<file path="src/design/pr3d_pkg.sv">
`default_nettype none

package pr3d_pkg;

    // coordinate formats
    localparam int COORD_W = 16;
    localparam int INTER_W = COORD_W + 2;
    localparam int COEF_W = 18;
    localparam int PROD_W = INTER_W + COEF_W;
    localparam int SUM_W = PROD_W + 1;
    localparam int FRAC_W = 14;

    // angle registers and apb port
    localparam int ANGLE_W = 16;
    localparam int NUM_ANGLES = 3;
    localparam int ANGLE_IDX_W = 2;
    localparam int PADDR_W = 4;
    localparam int PDATA_W = 32;

    localparam logic [ANGLE_IDX_W-1:0] REG_ANGLE_Z = 2'd0;
    localparam logic [ANGLE_IDX_W-1:0] REG_ANGLE_Y = 2'd1;
    localparam logic [ANGLE_IDX_W-1:0] REG_ANGLE_X = 2'd2;

    // cordic
    localparam int CORDIC_STEPS = 16;
    localparam int STEP_W = 4;
    localparam int CORDIC_W = 33;
    localparam int CZ_W = 25;
    localparam int COEF_SHIFT = 16;
    localparam logic signed [CORDIC_W-1:0] CORDIC_START = 33'sd652032874;
    localparam logic signed [CORDIC_W-1:0] COEF_ROUND = 33'sd32768;

    typedef struct packed {
        logic signed [COORD_W-1:0] x_in;
        logic signed [COORD_W-1:0] y_in;
        logic signed [COORD_W-1:0] z_in;
    } point_in_t;

    typedef struct packed {
        logic signed [COORD_W-1:0] x_out;
        logic signed [COORD_W-1:0] y_out;
        logic signed [COORD_W-1:0] z_out;
    } point_out_t;

    typedef struct packed {
        logic signed [COEF_W-1:0] cos_q;
        logic signed [COEF_W-1:0] sin_q;
    } coef_t;

    // arctangent per cordic step, 2^24 units per turn
    function automatic logic signed [CZ_W-1:0] atan_val(input logic [STEP_W-1:0] step);
        logic signed [CZ_W-1:0] v;
        case (step)
            4'd0:    v = 25'sd2097152;
            4'd1:    v = 25'sd1238021;
            4'd2:    v = 25'sd654136;
            4'd3:    v = 25'sd332050;
            4'd4:    v = 25'sd166669;
            4'd5:    v = 25'sd83416;
            4'd6:    v = 25'sd41718;
            4'd7:    v = 25'sd20860;
            4'd8:    v = 25'sd10430;
            4'd9:    v = 25'sd5215;
            4'd10:   v = 25'sd2608;
            4'd11:   v = 25'sd1304;
            4'd12:   v = 25'sd652;
            4'd13:   v = 25'sd326;
            4'd14:   v = 25'sd163;
            4'd15:   v = 25'sd81;
            default: v = '0;
        endcase
        return v;
    endfunction

    // clamp to the signed coordinate range
    function automatic logic signed [COORD_W-1:0] sat_coord(
        input logic signed [INTER_W-1:0] v
    );
        logic signed [INTER_W-1:0] hi;
        logic signed [INTER_W-1:0] lo;
        logic signed [COORD_W-1:0] r;
        hi = {{(INTER_W-COORD_W+1){1'b0}}, {(COORD_W-1){1'b1}}};
        lo = ~hi;
        if (v > hi)
        begin
            r = hi[COORD_W-1:0];
        end
        else if (v < lo)
        begin
            r = lo[COORD_W-1:0];
        end
        else
        begin
            r = v[COORD_W-1:0];
        end
        return r;
    endfunction

endpackage

`default_nettype wire

</file>
<file path="src/design/pr3d_rotate.sv">
`default_nettype none

module pr3d_rotate (
    input  logic                              clk,
    input  logic                              rst_n,
    input  logic                              src_valid,
    input  logic signed [pr3d_pkg::INTER_W-1:0] src_p,
    input  logic signed [pr3d_pkg::INTER_W-1:0] src_q,
    input  logic signed [pr3d_pkg::INTER_W-1:0] src_o,
    input  pr3d_pkg::coef_t                   coef,
    output logic                              dst_valid,
    output logic signed [pr3d_pkg::INTER_W-1:0] dst_p,
    output logic signed [pr3d_pkg::INTER_W-1:0] dst_q,
    output logic signed [pr3d_pkg::INTER_W-1:0] dst_o
);
    import pr3d_pkg::*;

    localparam logic signed [SUM_W-1:0] ROUND_HALF = SUM_W'(1) <<< (FRAC_W - 1);

    // product stage
    logic valid_a_reg;
    logic signed [PROD_W-1:0] pc_reg, qs_reg, ps_reg, qc_reg;
    logic signed [PROD_W-1:0] pc_next, qs_next, ps_next, qc_next;
    logic signed [INTER_W-1:0] o_a_reg;

    // sum and round stage
    logic valid_b_reg;
    logic signed [SUM_W-1:0] np_sum, nq_sum;
    logic signed [INTER_W-1:0] p_b_reg, q_b_reg, o_b_reg;
    logic signed [INTER_W-1:0] p_b_next, q_b_next;

    assign pc_next = PROD_W'(src_p) * PROD_W'(coef.cos_q);
    assign qs_next = PROD_W'(src_q) * PROD_W'(coef.sin_q);
    assign ps_next = PROD_W'(src_p) * PROD_W'(coef.sin_q);
    assign qc_next = PROD_W'(src_q) * PROD_W'(coef.cos_q);

    assign np_sum = SUM_W'(pc_reg) - SUM_W'(qs_reg) + ROUND_HALF;
    assign nq_sum = SUM_W'(ps_reg) + SUM_W'(qc_reg) + ROUND_HALF;
    // floor shift by the fraction width
    assign p_b_next = np_sum[FRAC_W +: INTER_W];
    assign q_b_next = nq_sum[FRAC_W +: INTER_W];

    always_ff @(posedge clk or negedge rst_n)
    begin
        if (!rst_n)
        begin
            valid_a_reg <= 1'b0;
            valid_b_reg <= 1'b0;
        end
        else
        begin
            valid_a_reg <= src_valid;
            valid_b_reg <= valid_a_reg;
        end
    end

    always_ff @(posedge clk)
    begin
        pc_reg <= pc_next;
        qs_reg <= qs_next;
        ps_reg <= ps_next;
        qc_reg <= qc_next;
        o_a_reg <= src_o;
        p_b_reg <= p_b_next;
        q_b_reg <= q_b_next;
        o_b_reg <= o_a_reg;
    end

    assign dst_valid = valid_b_reg;
    assign dst_p = p_b_reg;
    assign dst_q = q_b_reg;
    assign dst_o = o_b_reg;

endmodule

`default_nettype wire

</file>
<file path="config.mk">
export PLATFORM = sky130hd
export DESIGN_NAME = pr3d_rotate
export DESIGN_NICKNAME = d
export VERILOG_FILES = /design/src/design/pr3d_pkg.sv /design/src/design/pr3d_rotate.sv
export SDC_FILE = /design/constraint.sdc
export NUM_CORES = 2
export LEC_CHECK = 0
export BUFFER_PORTS_ARGS = -buffer_cell sky130_fd_sc_hd__buf_2
export CAP_MARGIN = 10
export CORE_MARGIN = 1
export CORE_UTILIZATION = 52
export DETAILED_ROUTE_END_ITERATION = 8
export GPL_TIMING_DRIVEN = 0
export PLACE_DENSITY = 0.68
export SKIP_LAST_GASP = 1
export SYNTH_ARGS = -nofsm -noshare
export SYNTH_HDL_FRONTEND = slang
export SYNTH_SLANG_ARGS = --single-unit
</file>
<file path="constraint.sdc">
create_clock -name clk -period 6 [get_ports clk]
set_input_delay 0.3 -clock clk [delete_from_list [all_inputs] [get_ports clk]]
set_output_delay 0.3 -clock clk [all_outputs]
set_load 0.01 [all_outputs]
</file>
# == After elaboration in Yosys (flattened, before gate mapping) ==
# Index checks and enable logic that the tools add are counted.
# word_totals
regBits,202
in_bits,93
output_inout_bits,55
elab_cells,18
# classes
add_sub_neg,4
n_mul,4
# op_table
operator,n
18-bit by 18-bit multiplier with 32-bit output,4
32-bit by 15-bit adder with 32-bit output (second input constant),2
32-bit adder,1
32-bit subtractor,1

# == Depth between registers and ports, before layout ==
# depth
word_depth,2
ltp_mapped,26
depth_no_buf,23

# == Least setup slack after synthesis ==
# Ideal clock, no wire load.
# synth_path
kind,input to register
start,input coef[27] (netlist name)
end,register qc_reg[30]
path_buffers,2
required_ns,5.938
setup_ns,0.062
setup_slack_ns,-0.363
cell_stages,23
t_arrival_ns,6.301
path_cell_list,clkbuf_1 clkbuf_1 nand2_1 fa_1 inv_1 fa_1 inv_1 fa_1 inv_1 fa_1 fa_1 inv_1 fa_1 inv_1 ha_1 a21o_1 a21o_1 a2111oi_0 nor2b_1 o41ai_2 o21ai_0 or4_1 nand3_1
# synth_between
elab_chain_len,1
# synth_rtl
element,line_no,rtl
"start, declared",pr3d_rotate.sv:10,"input pr3d_pkg::coef_t coef,"
18-bit by 18-bit multiplier with 32-bit output,pr3d_rotate.sv:35,assign qc_next = PROD_W'(src_q) * PROD_W'(coef.cos_q);
named net qc_next[30],pr3d_rotate.sv:23,"logic signed [PROD_W-1:0] pc_next, qs_next, ps_next, qc_next;"
"end signal, assigned",pr3d_rotate.sv:62,qc_reg <= qc_next;
"end, declared",pr3d_rotate.sv:22,"logic signed [PROD_W-1:0] pc_reg, qs_reg, ps_reg, qc_reg;"
# The timed path passes the listed nets, and every way through them passes these cells.

# == Worst setup path in the final report ==
# layout_path
start,input coef[18] (netlist name)
end,register pc_reg[31]
# layout_between
elab_chain_len,1
# layout_rtl
element,line_no,rtl
18-bit by 18-bit multiplier with 32-bit output,pr3d_rotate.sv:32,assign pc_next = PROD_W'(src_p) * PROD_W'(coef.cos_q);
named net pc_next[31],pr3d_rotate.sv:23,
"end signal, assigned",pr3d_rotate.sv:59,pc_reg <= pc_next;
"end, declared",pr3d_rotate.sv:22,
# The timed path passes the listed nets, and every way through them passes these cells.

==> results.yml <==
timing:
  fin_crit_ps: 5974
  rsz0062_at_grt: "true"
  slew_violations: 0
  setup-tns-final_ps: 0
  fin_skew_ps: 9.156
  final_hold_viol_count: 0
  finalSetupViolCount: 0
  worst_slew_pin_slew_ps: 899.8
  fmax_mhz: 167.4
  slew_headroom_pct: 40.01
  finalCritPeriodShare_pct: 99.57
logic_synthesis:
  ys.flop_type: "dfxtp_1"
  asyncSetResetFlopFracSynth_pct: 0.9901
  syn_area_sq_um: 51690
  yosys.area.top_type_share_pct: 45.86
  ys_top_cells_by_area: "fa_1 (46%), ha_1 (11%), inv_1 (11%)"
  avgSynthCellArea_sq_um: 9.179
  yosysTopAreaCell: "fa_1"
  yosys_warnings: 0
  netlist_top_cells_count: "inv_1 (1,459), fa_1 (1,184), and2_1 (640)"
  ys_seq_area_share_pct: 7.843
  syn_nets: 7378
  synth_most_common_cell: "inv_1"
  syn_inst: 5631
  synth_seq_cells: 202
  synth_edf_count: 0
  synthDistinctLibCells: 67
setup_path:
  arrival_ps: 6440
  worst_setup_path_end_kind: "register"
  cp-start-kind: "input port"
  worstPathRequired_ps: 6460
  worstRegToRegCells: 11
  path_max_fanout: 10
  worst-setup-path-type: "in2reg"
  reg2reg_slack_ps: 2260
placed_design:
  place.gp.congestion: 1.057
  io_buffers: 104
  hpwlAfterDp_microns: 145300
drt:
  vias: 38658
  drc: 0
  first_pass_iters: 5
  routed_wirelength_microns: 178200
  dr.first_iter.drc_count: 3360
  ant_nets: 0
  via_per_inst: 5.417
  wire_per_inst_microns: 24.97
cts:
  cts_root_buf: "clkbuf_16"
  cts.htree.levels: 1
  clk_pin_slew_ps: 60
  cts_tree: "built"
  numCtsBuffers: 23
  cts.path.max_buffers: 3
  clk_latency_ps: 560
  clock_sinks: 202
flow_run:
  drv_cap: 0
grt:
  grt_pass1_vias: 39850
  grt_overflow: 0
  grt_max_degree: 17
  grt_pass1_wl_microns: 260100
  grt.total_usage_pct: 36.71
  grt_antenna_before_repair: 33
floorplanning:
  start_util_pct: 52.52
  chipHeight_microns: 317.3
  fp-row-count: 115
  die_x_microns: 317.3
  ios: 148
  core_sq_um: 98420
  die-area_sq_um: 100700
cells_and_area:
  multi_input_area_sq_um: 41610
  area_growth_syn_to_layout_pct: 11.23
  fin_nets: 7564
  nFillCells: 8786
  post_route_cells_drive_above_1_share_pct: 8.845
  seq_area_sq_um: 4054
outcome:
  outcome: "completed"
worst_hold_path:
  holdCritPathClass: "in2async"
[worst max-delay path, cell delays in order]
cell and delay, ps:
buf_4 210, buf_4 230, and2_1 190, fa_1 570
fa_1 430, ha_1 290, inv_1 50, fa_1 510
inv_1 60, fa_1 530, inv_1 50, fa_1 470
inv_1 40, ha_1 220, or3_1 360, or3_1 360
a41o_4 320, a31oi_4 350, a31oi_4 180, a211oi_4 330
a21oi_2 120, xnor2_2 250
[kinds of logic (layout without fill, tap and decap cells)]
logic type / count (synthesis) / count (layout) / synth area share (%)
other: 0 / 16 / 0
AND/OR/NAND/NOR: 1520 / 1520 / 14.76
multiplexers: 1 / 1 / 0.01937
XOR/XNOR: 196 / 196 / 3.321
adder cells (fa/ha/maj): 1654 / 1654 / 57.23
flip-flops: 202 / 202 / 7.843
AO/OA/AOI/OAI: 337 / 337 / 4.328
buffers and inverters: 1721 / 1924 / 12.50
[routing by layer]
layer	vias to the layer above	wire length, microns	global-route usage, %
met4	10	10950	19.03
met3	417	19690	10.33
met5	-	120	0
met2	1888	76430	53.92
met1	19647	71010	49.51
li1	16696	-	-
[worst paths after layout]
kind | from | endpoint
setup / recovery | coef[18] | pc_reg[31]
hold / removal | rst_n | valid_a_reg
setup reg to reg | qc_reg[6] | dst_q[14]
hold reg to reg | o_a_reg[2] | dst_o[2]
max in group asynchronous | rst_n | dst_valid
min in group clk | coef[18] | qc_reg[0]
[cell type report]
class / count / area share, %
Multi-Input combinational cell: 3708 / 72.38
Inverter: 1459 / 9.538
Sequential cell: 202 / 7.051
Buffer: 258 / 4.701
Tap cell: 1287 / 2.801
Timing Repair Buffer: 165 / 2.102
Clock buffer: 31 / 1.140
Clock inverter: 11 / 0.2198
Antenna cell: 16 / 0.06964
[layout by cell type, fill, tap and decap left out, drive strengths merged, types with 6 or more instances in the layout]
cell	n
inv	1458
fa	1184
and2	641
nand2	623
ha	470
buf	283
dfxtp	200
xnor2	157
clkbuf	151
nor2	117
a21oi	100
o21ai	63
a21o	56
xor2	39
nand2b	29
nor3	25
o21a	24
nand3	22
dlygate4sd3	20
nor2b	17
and3	17
diode	16
a211oi	13
o21bai	11
a211o	8
a31oi	8
or3	7
clkinv	7
o31ai	6
[through the flow]
step / setup slack (ps) / instance area (sq um) / utilization, % / cells / hold WS [ps]
after detailed placement: -2288 / 54080 / 54.95 / 7031 / 87.20
after global routing: -68.80 / 57470 / 58.39 / 7126 / 71.82
after global placement: -2286 / 53930 / 54.80 / 7022 / 83.82
final: 25.67 / 57500 / 58.42 / 7137 / 71.47
after floorplan: 0.1781 / 51800 / - / 5631 / 4.409
after CTS: -103.3 / 56410 / 57.32 / 7094 / 4.428
[what timing repair did]
| item | in CTS | in global routing |
|---|---|---|
| setup buffers | 5 | 27 |
| pin swaps | 5 | 29 |
| endpoints found under the setup margin | 72 | 36 |
| gates resized for setup | 459 | 449 |
| hold endpoints to repair | 21 | 0 |
| hold buffers | 20 | 0 |
Power is not shown: default switching activity piles up to over one toggle a cycle in this logic, so the estimate is an artifact.
