<file path="src/design/pr3d_pkg.sv">
`default_nettype none

package pr3d_pkg;

    // coordinate formats
    localparam int COORD_W = 16;
    localparam int INTER_W = COORD_W + 2;
    localparam int COEF_W = 18;
    localparam int PROD_W = INTER_W + COEF_W;
    localparam int SUM_W = PROD_W + 1;
    localparam int FRAC_W = 14;

    // angle registers and apb port
    localparam int ANGLE_W = 16;
    localparam int NUM_ANGLES = 3;
    localparam int ANGLE_IDX_W = 2;
    localparam int PADDR_W = 4;
    localparam int PDATA_W = 32;

    localparam logic [ANGLE_IDX_W-1:0] REG_ANGLE_Z = 2'd0;
    localparam logic [ANGLE_IDX_W-1:0] REG_ANGLE_Y = 2'd1;
    localparam logic [ANGLE_IDX_W-1:0] REG_ANGLE_X = 2'd2;

    // cordic
    localparam int CORDIC_STEPS = 16;
    localparam int STEP_W = 4;
    localparam int CORDIC_W = 33;
    localparam int CZ_W = 25;
    localparam int COEF_SHIFT = 16;
    localparam logic signed [CORDIC_W-1:0] CORDIC_START = 33'sd652032874;
    localparam logic signed [CORDIC_W-1:0] COEF_ROUND = 33'sd32768;

    typedef struct packed {
        logic signed [COORD_W-1:0] x_in;
        logic signed [COORD_W-1:0] y_in;
        logic signed [COORD_W-1:0] z_in;
    } point_in_t;

    typedef struct packed {
        logic signed [COORD_W-1:0] x_out;
        logic signed [COORD_W-1:0] y_out;
        logic signed [COORD_W-1:0] z_out;
    } point_out_t;

    typedef struct packed {
        logic signed [COEF_W-1:0] cos_q;
        logic signed [COEF_W-1:0] sin_q;
    } coef_t;

    // arctangent per cordic step, 2^24 units per turn
    function automatic logic signed [CZ_W-1:0] atan_val(input logic [STEP_W-1:0] step);
        logic signed [CZ_W-1:0] v;
        case (step)
            4'd0:    v = 25'sd2097152;
            4'd1:    v = 25'sd1238021;
            4'd2:    v = 25'sd654136;
            4'd3:    v = 25'sd332050;
            4'd4:    v = 25'sd166669;
            4'd5:    v = 25'sd83416;
            4'd6:    v = 25'sd41718;
            4'd7:    v = 25'sd20860;
            4'd8:    v = 25'sd10430;
            4'd9:    v = 25'sd5215;
            4'd10:   v = 25'sd2608;
            4'd11:   v = 25'sd1304;
            4'd12:   v = 25'sd652;
            4'd13:   v = 25'sd326;
            4'd14:   v = 25'sd163;
            4'd15:   v = 25'sd81;
            default: v = '0;
        endcase
        return v;
    endfunction

    // clamp to the signed coordinate range
    function automatic logic signed [COORD_W-1:0] sat_coord(
        input logic signed [INTER_W-1:0] v
    );
        logic signed [INTER_W-1:0] hi;
        logic signed [INTER_W-1:0] lo;
        logic signed [COORD_W-1:0] r;
        hi = {{(INTER_W-COORD_W+1){1'b0}}, {(COORD_W-1){1'b1}}};
        lo = ~hi;
        if (v > hi)
        begin
            r = hi[COORD_W-1:0];
        end
        else if (v < lo)
        begin
            r = lo[COORD_W-1:0];
        end
        else
        begin
            r = v[COORD_W-1:0];
        end
        return r;
    endfunction

endpackage

`default_nettype wire

</file>
<file path="src/design/pr3d_sincos.sv">
`default_nettype none

module pr3d_sincos (
    input  logic                     clk,
    input  logic                     rst_n,
    input  logic [2:0]               recalc,
    input  logic [pr3d_pkg::ANGLE_W-1:0] angle_z,
    input  logic [pr3d_pkg::ANGLE_W-1:0] angle_y,
    input  logic [pr3d_pkg::ANGLE_W-1:0] angle_x,
    output pr3d_pkg::coef_t          coef_z,
    output pr3d_pkg::coef_t          coef_y,
    output pr3d_pkg::coef_t          coef_x,
    output logic                     busy
);
    import pr3d_pkg::*;

    typedef enum logic [2:0] {
        ST_IDLE = 3'b001,
        ST_RUN  = 3'b010,
        ST_FIN  = 3'b100
    } sc_state_t;

    localparam logic [STEP_W-1:0] STEP_LAST = STEP_W'(CORDIC_STEPS - 1);

    sc_state_t state_reg, state_next;
    logic [2:0] pending_reg, pending_next;
    logic [2:0] pend_clear;
    logic [ANGLE_IDX_W-1:0] cur_reg, cur_next;
    logic [STEP_W-1:0] step_reg, step_next;
    logic neg_reg, neg_next;
    logic signed [CORDIC_W-1:0] cx_reg, cx_next;
    logic signed [CORDIC_W-1:0] cy_reg, cy_next;
    logic signed [CZ_W-1:0] cz_reg, cz_next;
    coef_t coef_reg [NUM_ANGLES];
    logic coef_we;
    coef_t coef_new;

    logic [ANGLE_IDX_W-1:0] sel_idx;
    logic [2:0] sel_onehot;
    logic [ANGLE_W-1:0] a_sel;
    logic a_neg;
    logic [ANGLE_W-1:0] a_fold;
    logic signed [CORDIC_W-1:0] dx, dy;
    logic signed [CZ_W-1:0] at;
    logic signed [CORDIC_W-1:0] cos_raw, sin_raw;
    logic signed [COEF_W-1:0] cos_v, sin_v;

    // lowest pending angle goes first
    always_comb
    begin
        if (pending_reg[0])
        begin
            sel_idx = REG_ANGLE_Z;
            sel_onehot = 3'b001;
            a_sel = angle_z;
        end
        else if (pending_reg[1])
        begin
            sel_idx = REG_ANGLE_Y;
            sel_onehot = 3'b010;
            a_sel = angle_y;
        end
        else
        begin
            sel_idx = REG_ANGLE_X;
            sel_onehot = 3'b100;
            a_sel = angle_x;
        end
    end

    // fold into a quarter turn either side of zero
    assign a_neg = a_sel[ANGLE_W-1] ^ a_sel[ANGLE_W-2];
    assign a_fold = {a_sel[ANGLE_W-1] ^ a_neg, a_sel[ANGLE_W-2:0]};

    assign dx = cy_reg >>> step_reg;
    assign dy = cx_reg >>> step_reg;
    assign at = atan_val(step_reg);

    assign cos_raw = cx_reg + COEF_ROUND;
    assign sin_raw = cy_reg + COEF_ROUND;
    assign cos_v = COEF_W'(signed'(cos_raw[CORDIC_W-1:COEF_SHIFT]));
    assign sin_v = COEF_W'(signed'(sin_raw[CORDIC_W-1:COEF_SHIFT]));
    assign coef_new.cos_q = neg_reg ? -cos_v : cos_v;
    assign coef_new.sin_q = neg_reg ? -sin_v : sin_v;

    always_comb
    begin
        state_next = state_reg;
        cur_next = cur_reg;
        step_next = step_reg;
        neg_next = neg_reg;
        cx_next = cx_reg;
        cy_next = cy_reg;
        cz_next = cz_reg;
        pend_clear = '0;
        coef_we = 1'b0;
        case (state_reg)
            ST_IDLE:
            begin
                if (pending_reg != '0)
                begin
                    cur_next = sel_idx;
                    pend_clear = sel_onehot;
                    neg_next = a_neg;
                    cx_next = CORDIC_START;
                    cy_next = '0;
                    cz_next = CZ_W'(signed'({a_fold, 8'b0}));
                    step_next = '0;
                    state_next = ST_RUN;
                end
            end
            ST_RUN:
            begin
                if (!cz_reg[CZ_W-1])
                begin
                    cx_next = cx_reg - dx;
                    cy_next = cy_reg + dy;
                    cz_next = cz_reg - at;
                end
                else
                begin
                    cx_next = cx_reg + dx;
                    cy_next = cy_reg - dy;
                    cz_next = cz_reg + at;
                end
                step_next = step_reg + STEP_W'(1);
                if (step_reg == STEP_LAST)
                begin
                    state_next = ST_FIN;
                end
            end
            ST_FIN:
            begin
                coef_we = 1'b1;
                state_next = ST_IDLE;
            end
            default:
            begin
                state_next = ST_IDLE;
            end
        endcase
    end

    // a write during a run only re-queues the angle
    assign pending_next = (pending_reg & ~pend_clear) | recalc;

    always_ff @(posedge clk or negedge rst_n)
    begin
        if (!rst_n)
        begin
            state_reg <= ST_IDLE;
            pending_reg <= 3'b111;
            cur_reg <= REG_ANGLE_Z;
            step_reg <= '0;
        end
        else
        begin
            state_reg <= state_next;
            pending_reg <= pending_next;
            cur_reg <= cur_next;
            step_reg <= step_next;
        end
    end

    always_ff @(posedge clk)
    begin
        neg_reg <= neg_next;
        cx_reg <= cx_next;
        cy_reg <= cy_next;
        cz_reg <= cz_next;
        if (coef_we)
        begin
            coef_reg[cur_reg] <= coef_new;
        end
    end

    assign coef_z = coef_reg[REG_ANGLE_Z];
    assign coef_y = coef_reg[REG_ANGLE_Y];
    assign coef_x = coef_reg[REG_ANGLE_X];
    assign busy = (pending_reg != '0) || (state_reg != ST_IDLE);

endmodule

`default_nettype wire

</file>
<file path="config.mk">
export PLATFORM = sky130hd
export DESIGN_NAME = pr3d_sincos
export DESIGN_NICKNAME = d
export VERILOG_FILES = /design/src/design/pr3d_pkg.sv /design/src/design/pr3d_sincos.sv
export SDC_FILE = /design/constraint.sdc
export NUM_CORES = 1
export LEC_CHECK = 0
export ABC_AREA = 1
export ABC_CLOCK_PERIOD_IN_PS = 5500
export BUFFER_PORTS_ARGS = -buffer_cell sky130_fd_sc_hd__buf_2
export CAP_MARGIN = 20
export CORE_MARGIN = 8
export CORE_UTILIZATION = 33
export CTS_BUF_LIST = sky130_fd_sc_hd__clkbuf_8
export DETAILED_ROUTE_END_ITERATION = 10
export SETUP_SLACK_MARGIN = 0.05
export SYNTH_ARGS = -nofsm -noshare
export SYNTH_HDL_FRONTEND = slang
export SYNTH_SLANG_ARGS = --single-unit
</file>
<file path="constraint.sdc">
create_clock -name clk -period 5.5 [get_ports clk]
set_input_delay 0.825 -clock clk [delete_from_list [all_inputs] [get_ports clk]]
set_output_delay 0.825 -clock clk [all_outputs]
set_load 0.03 [all_outputs]
</file>
# After elaboration in Yosys (flattened, before gate mapping)
# Memory sizes are Yosys's and may differ from the RTL's.
# Cells that the tools add are included.
# word_totals
mem_count	2
romBits	352
out_inout_bits	109
register_bits	104
mem_bits_rw	108
# classes
addsub	11
muxes	27
shift	2
eq_ne	7
n_bitwise	5
reduce_logical	6
# memory_table
memory	words	word_bits	read_ports	rd_clocked_by_memory_dff	wr	line	rtl
(no name shown)	16	22	1	0	0	pr3d_pkg.sv:53	case (step)
coef_reg	3	36	3	0	1	pr3d_sincos.sv:34	coef_t coef_reg [NUM_ANGLES];
# op_table
operator	count
$mux 33	4
$pmux 33 s2	2
$add 33x17->33 const B	2
$add 33x33->33	2
$sshr 33x4->33	2
$sub 33x33->33	2
$mux 25	2
$pmux 25 s2	1
$mux 18	2
$neg 17->18	2
$mux 16	2
$add 25x25->25	1
$sub 25x25->25	1
$mux 3	6
$pmux 4 s2	1
$pmux 3 s2	1
$reduce_and 2->1	3
$add 4x1->4 const B	1
$eq 4x4->1 const B	1
$mux 2	2
$mux 4	1
$ne 2x2->1 const B	2
$and 3x3->3	1
$eq 3x1->1 const B	1
other kinds (10)	13

# Depth between registers and ports, before layout
# depth
word_depth	7
ltp_mapped	33
mapped_depth_nobuf	32

# Least setup slack after synthesis
# Ideal clock, no wire load.
# synth_path
path_type	register to register
start	register step_reg[0]
end	register cz_reg[21] (data pin)
t_arrival_ns	3.609
path_buffers	2
setup_time_ns	0.260
path_stages_with_launch	30
slack_ns	1.630
path_cell_list	dfrtp_1 > inv_2 > buf_6 > buf_6 > ha_1 > inv_1 > nand2_1 > nand2_1 > a21oi_1 > inv_2 > o21ai_1 > inv_2 > ha_1 > nor2_1 > xnor2_1 > inv_1 > ha_1 > inv_1 > o21ai_0 > nor2_1 > o21ai_0 > a21oi_1 > o21ai_0 > nand2_1 > nand2_1 > nand2_1 > nand2_1 > nand2_1 > nand2_1 > o21ai_0
# synth_between
elab_chain_len	4
word_cells_on_any_way	5
classes_between	add/sub: 2; mux: 2; memory: 1
# synth_rtl
item	line	rtl
start, declared	pr3d_sincos.sv:29	logic [STEP_W-1:0] step_reg, step_next;
start signal, assigned	pr3d_sincos.sv:161	step_reg <= step_next;
$mem_v2 16x22 (*)	--	
$sub 25x25->25 or $add 25x25->25 (tied branches)	pr3d_sincos.sv:118, pr3d_sincos.sv:124	
$mux 25 (*)	pr3d_sincos.sv:114	if (!cz_reg[CZ_W-1])
$pmux 25 s2 (*)	pr3d_sincos.sv:97	case (state_reg)
via cz_next[21]	pr3d_sincos.sv:33	logic signed [CZ_W-1:0] cz_reg, cz_next;
end signal, assigned	pr3d_sincos.sv:170	cz_reg <= cz_next;
end, declared	pr3d_sincos.sv:33	
# Mark *: on every way through the listed nets, which the timed path passes. The rest lies on a longest branch.
# A chain may end at the register's enable or synchronous reset.

# Worst setup path in the final report
# layout_path
start	register step_reg[2]
end	register cy_reg[24] (data pin)
# layout_between
elab_chain_len	4
word_cells_on_any_way	5
classes_between	add/sub: 2; shift: 1; mux: 2
# layout_rtl
item	line	rtl
$sshr 33x4->33 (*)	pr3d_sincos.sv:76	assign dy = cx_reg >>> step_reg;
$add 33x33->33 or $sub 33x33->33 (tied branches)	pr3d_sincos.sv:117, pr3d_sincos.sv:123	
$mux 33 (*)	pr3d_sincos.sv:114	
$pmux 33 s2 (*)	pr3d_sincos.sv:97	
end signal, assigned	pr3d_sincos.sv:169	cy_reg <= cy_next;
end, declared	pr3d_sincos.sv:32	logic signed [CORDIC_W-1:0] cy_reg, cy_next;
# Mark *: on every way between the ends. The rest lies on a longest branch, timed or not.

==> qor.txt <==
Starting density of the core: 33.1%
Layout Nets: 3106
CP max stage delay: 620 ps
Least-Margin Pin Slew: 779 ps
Period utilization: 91.9%
Port bufs: 161
Vias in the first global route: 18100
Antenna violations before repair: 2
GR Util All Layers: 17.1%
Predominant post-synthesis flop cell: edfxtp_1
Root Buffer: clkbuf_8
LEAKAGE: 0.00981 uW
Die width: 259 um
CP startpoint kind: flip-flop
Arr. time, crit path: 5430 ps
Yosys reg bits: 212
Dpl hpwl: 45600 um
Syn Nets: 2961
Slew HR: 48.0%
Drt pass-1 iters: 5
Critical path endpoint category: flip-flop
Fin cells: 3746
Worst EP required: 5880 ps
Post-Synth XOR/XNOR Area: 5.72%
GPL Wtd Cong: 0.920
Cell mode on critical path: nand2_1
Setup bufs post-CTS: 0
Row count: 89
Final TNS setup: 0 ps
R2r setup slk: 450 ps
DP Worst Slack: 569 ps
Ys Warns: 0
Post-Route Skew: 34.7 ps
Post-synthesis mux area share: 0%
Share of cells above drive strength 1: 11.1%
Clock tree from TritonCTS: built
Slowest-stage cell, CP: dfrtp_2
Crit path kind: flip-flop to flip-flop
Worst hold path type: input port to async pin
Critical path fanouts, max: 39
Placed Cells: 3674
Global-route wire length before repair: 94400 um
Wire per inst: 15.7 um
Main combinational cell family by area after synthesis: simple AND/OR/NAND/NOR gates
Compound-Gate Fraction of Synth Area: 13.1%
Number of synthesized flops with an enable pin: 200
Area after DPL: 20900 um2
Mapped Avg Cell Area: 6.94 um2
Met3 WL: 3720 um
Final Cell Area: 21700 um2
Post-layout min period: 5050 ps
Fin. max-slew vios: 0
DR vias/cell: 5.04
Hold_buf cts: 0
Simple-gate share of the synthesized area: 33.6%
Cts repair resizes: 0
Mapped Cells: 2799
Highest clock rate: 0.198 GHz
Hold WS: 100 ps
Area Overhead vs Synth: 11.9%
Largest net degree at the start of global routing: 62
Seq/Total Area, Yosys: 32.5%
FFs w/ async S/R, synth: 5.66%
Initial drt markers: 1316
Most common cell after layout, fill and taps aside: nand2_1
Clock transition at path regs: 70 ps
Max Buffers Root-to-Sink: 3
Cell Area, Synth: 19400 um2
Vias: 18900
Status: complete, no violations
Die Y-Extent: 259 um
Clock latency on the worst-skew pair: 620 ps
RSZ-0062 raised after global routing: no
Final setup margin: 448 ps
Setup-failing EPs final: 0
Max cap viols: 0
PwrDens: 688 nW/um2
H-tree depth: 2
Post-Route M1 WL: 26200 um
Die area: 66800 um2
Most frequent cells in the layout: nand2_1 (816), nand3_1 (338), inv_1 (265), nor2_1 (240), edfxtp_1 (200)
Boundary Pins: 162
Sink Count: 212
Routed length on met2: 27000 um
Detail Route Antenna Nets: 0
Drt drc: 0
Clock buffer count from CTS: 41
Uppermost routed layer: met5
Core area: 58600 um2
Post-Synth Adder-Cell Area: 7.14%
Max VDD drop: 260 uV
Crit path cell chain: inv_2 > nor2_2 > inv_1 > o21ai_1 > inv_1 > nand2_1 > nor2_1 > nand4_1 > nand2_1 > xor2_1 > ha_1 > nand2_1 > o21ai_0 > a21oi_1 > nor2_1 > nor2_1 > o21ai_0 > a21oi_1 > o21bai_1 > nand2_1 > nand2_1 > nor2_1
Post-Route WL: 58900 um
Max reg flops: 108
Final Hold Fails: 0
GRT overflow: 0
Netlist cell types: 59
-- through the flow --
step | util, % | total power, uW
2_1_floorplan | - | 10800
3_3_place_gp | 35.7 | 13200
3_5_place_dp | 35.7 | 13300
4_1_cts | 37.1 | 14900
5_1_grt | 37.1 | 16600
6_report | 37.1 | 14900
-- worst paths after layout --
check / startpoint / to / cells past startpoint
max: step_reg[2]$_DFFE_PN0P_ / cy_reg[24]$_SDFFCE_PN0P_ / 22
min: rst_n / step_reg[0]$_DFFE_PN0P_ / 1
max reg2reg: step_reg[2]$_DFFE_PN0P_ / cy_reg[24]$_SDFFCE_PN0P_ / 22
min reg2reg: pending_reg[2]$_DFF_PN1_ / pending_reg[2]$_DFF_PN1_ / 2
max in group asynchronous: rst_n / state_reg[0]$_DFFE_PN1P_ / 1
min in group clk: recalc[0] / pending_reg[0]$_DFF_PN1_ / 2
-- synthesized netlist by cell type, drive strengths merged, types with 4 or more instances --
| master | instances | area share, % |
|---|---|---|
| a21boi | 4 | 0.15 |
| nand3b | 4 | 0.15 |
| clkbuf | 26 | 0.50 |
| o21a | 18 | 0.70 |
| and2 | 4 | 0.13 |
| a31oi | 15 | 0.55 |
| buf | 60 | 2.0 |
| nor4 | 7 | 0.23 |
| a21oi | 192 | 5.0 |
| o21bai | 10 | 0.39 |
| o21ai | 168 | 4.5 |
| or2 | 16 | 0.52 |
| a22oi | 5 | 0.22 |
| xnor2 | 38 | 1.7 |
| a21o | 10 | 0.39 |
| nor3 | 35 | 0.93 |
| clkinv | 5 | 0.097 |
| nand3 | 340 | 8.8 |
| ha | 106 | 6.8 |
| edfxtp | 200 | 31 |
| xor2 | 88 | 4.0 |
| inv | 275 | 5.3 |
| nor2 | 261 | 5.4 |
| nand4 | 42 | 1.4 |
| dfstp | 4 | 0.54 |
| nand2 | 821 | 16 |
| dfrtp | 8 | 1.0 |
| o211ai | 11 | 0.43 |
| o31ai | 4 | 0.15 |
-- per-layer routing --
| layer | GRT usage [%] | up-vias |
|---|---|---|
| li1 | - | 9727 |
| met1 | 21.8 | 8503 |
| met2 | 28.8 | 548 |
| met3 | 3.26 | 105 |
| met4 | 5.92 | 2 |
| met5 | 0 | - |
-- power breakdown --
group	leakage [uW]	internal (uW)	total [uW]	switching [uW]
clock	0.000432	822	1560	738
combinational	0.00731	3570	9990	6420
sequential	0.00206	2750	3390	641
-- cells by family (layout without fill, tap and decap cells) --
family / Yosys count / after routing
and+or+nand+nor: 1535 / 1535
AOI/OAI and AO/OA: 451 / 451
buffers and inverters: 366 / 539
DFF: 212 / 212
xor gates and xnor gates: 126 / 126
adders and majority gates: 109 / 109
other: 0 / 1
-- critical path, delay by kind of cell, from the launching register on --
| family | cells | cell delay [ps] |
|---|---|---|
| xor+xnor | 1 | 180 |
| simple gates | 11 | 1440 |
| buf+inv | 3 | 610 |
| flops | 1 | 620 |
| compound gates | 6 | 1560 |
| fa+ha+maj | 1 | 360 |
-- area by class of cell --
| type | instances | area [um2] |
|---|---|---|
| fillers | 6296 | 36900 |
| multi-input cells | 2221 | 11600 |
| flip-flops and latches | 212 | 6320 |
| inverters | 280 | 1050 |
| repair buffers | 188 | 1020 |
| well taps | 773 | 967 |
| clock buffers | 43 | 592 |
| clock inverters | 28 | 184 |
| diodes | 1 | 2.50 |
Power figures use the tool's default switching activity.
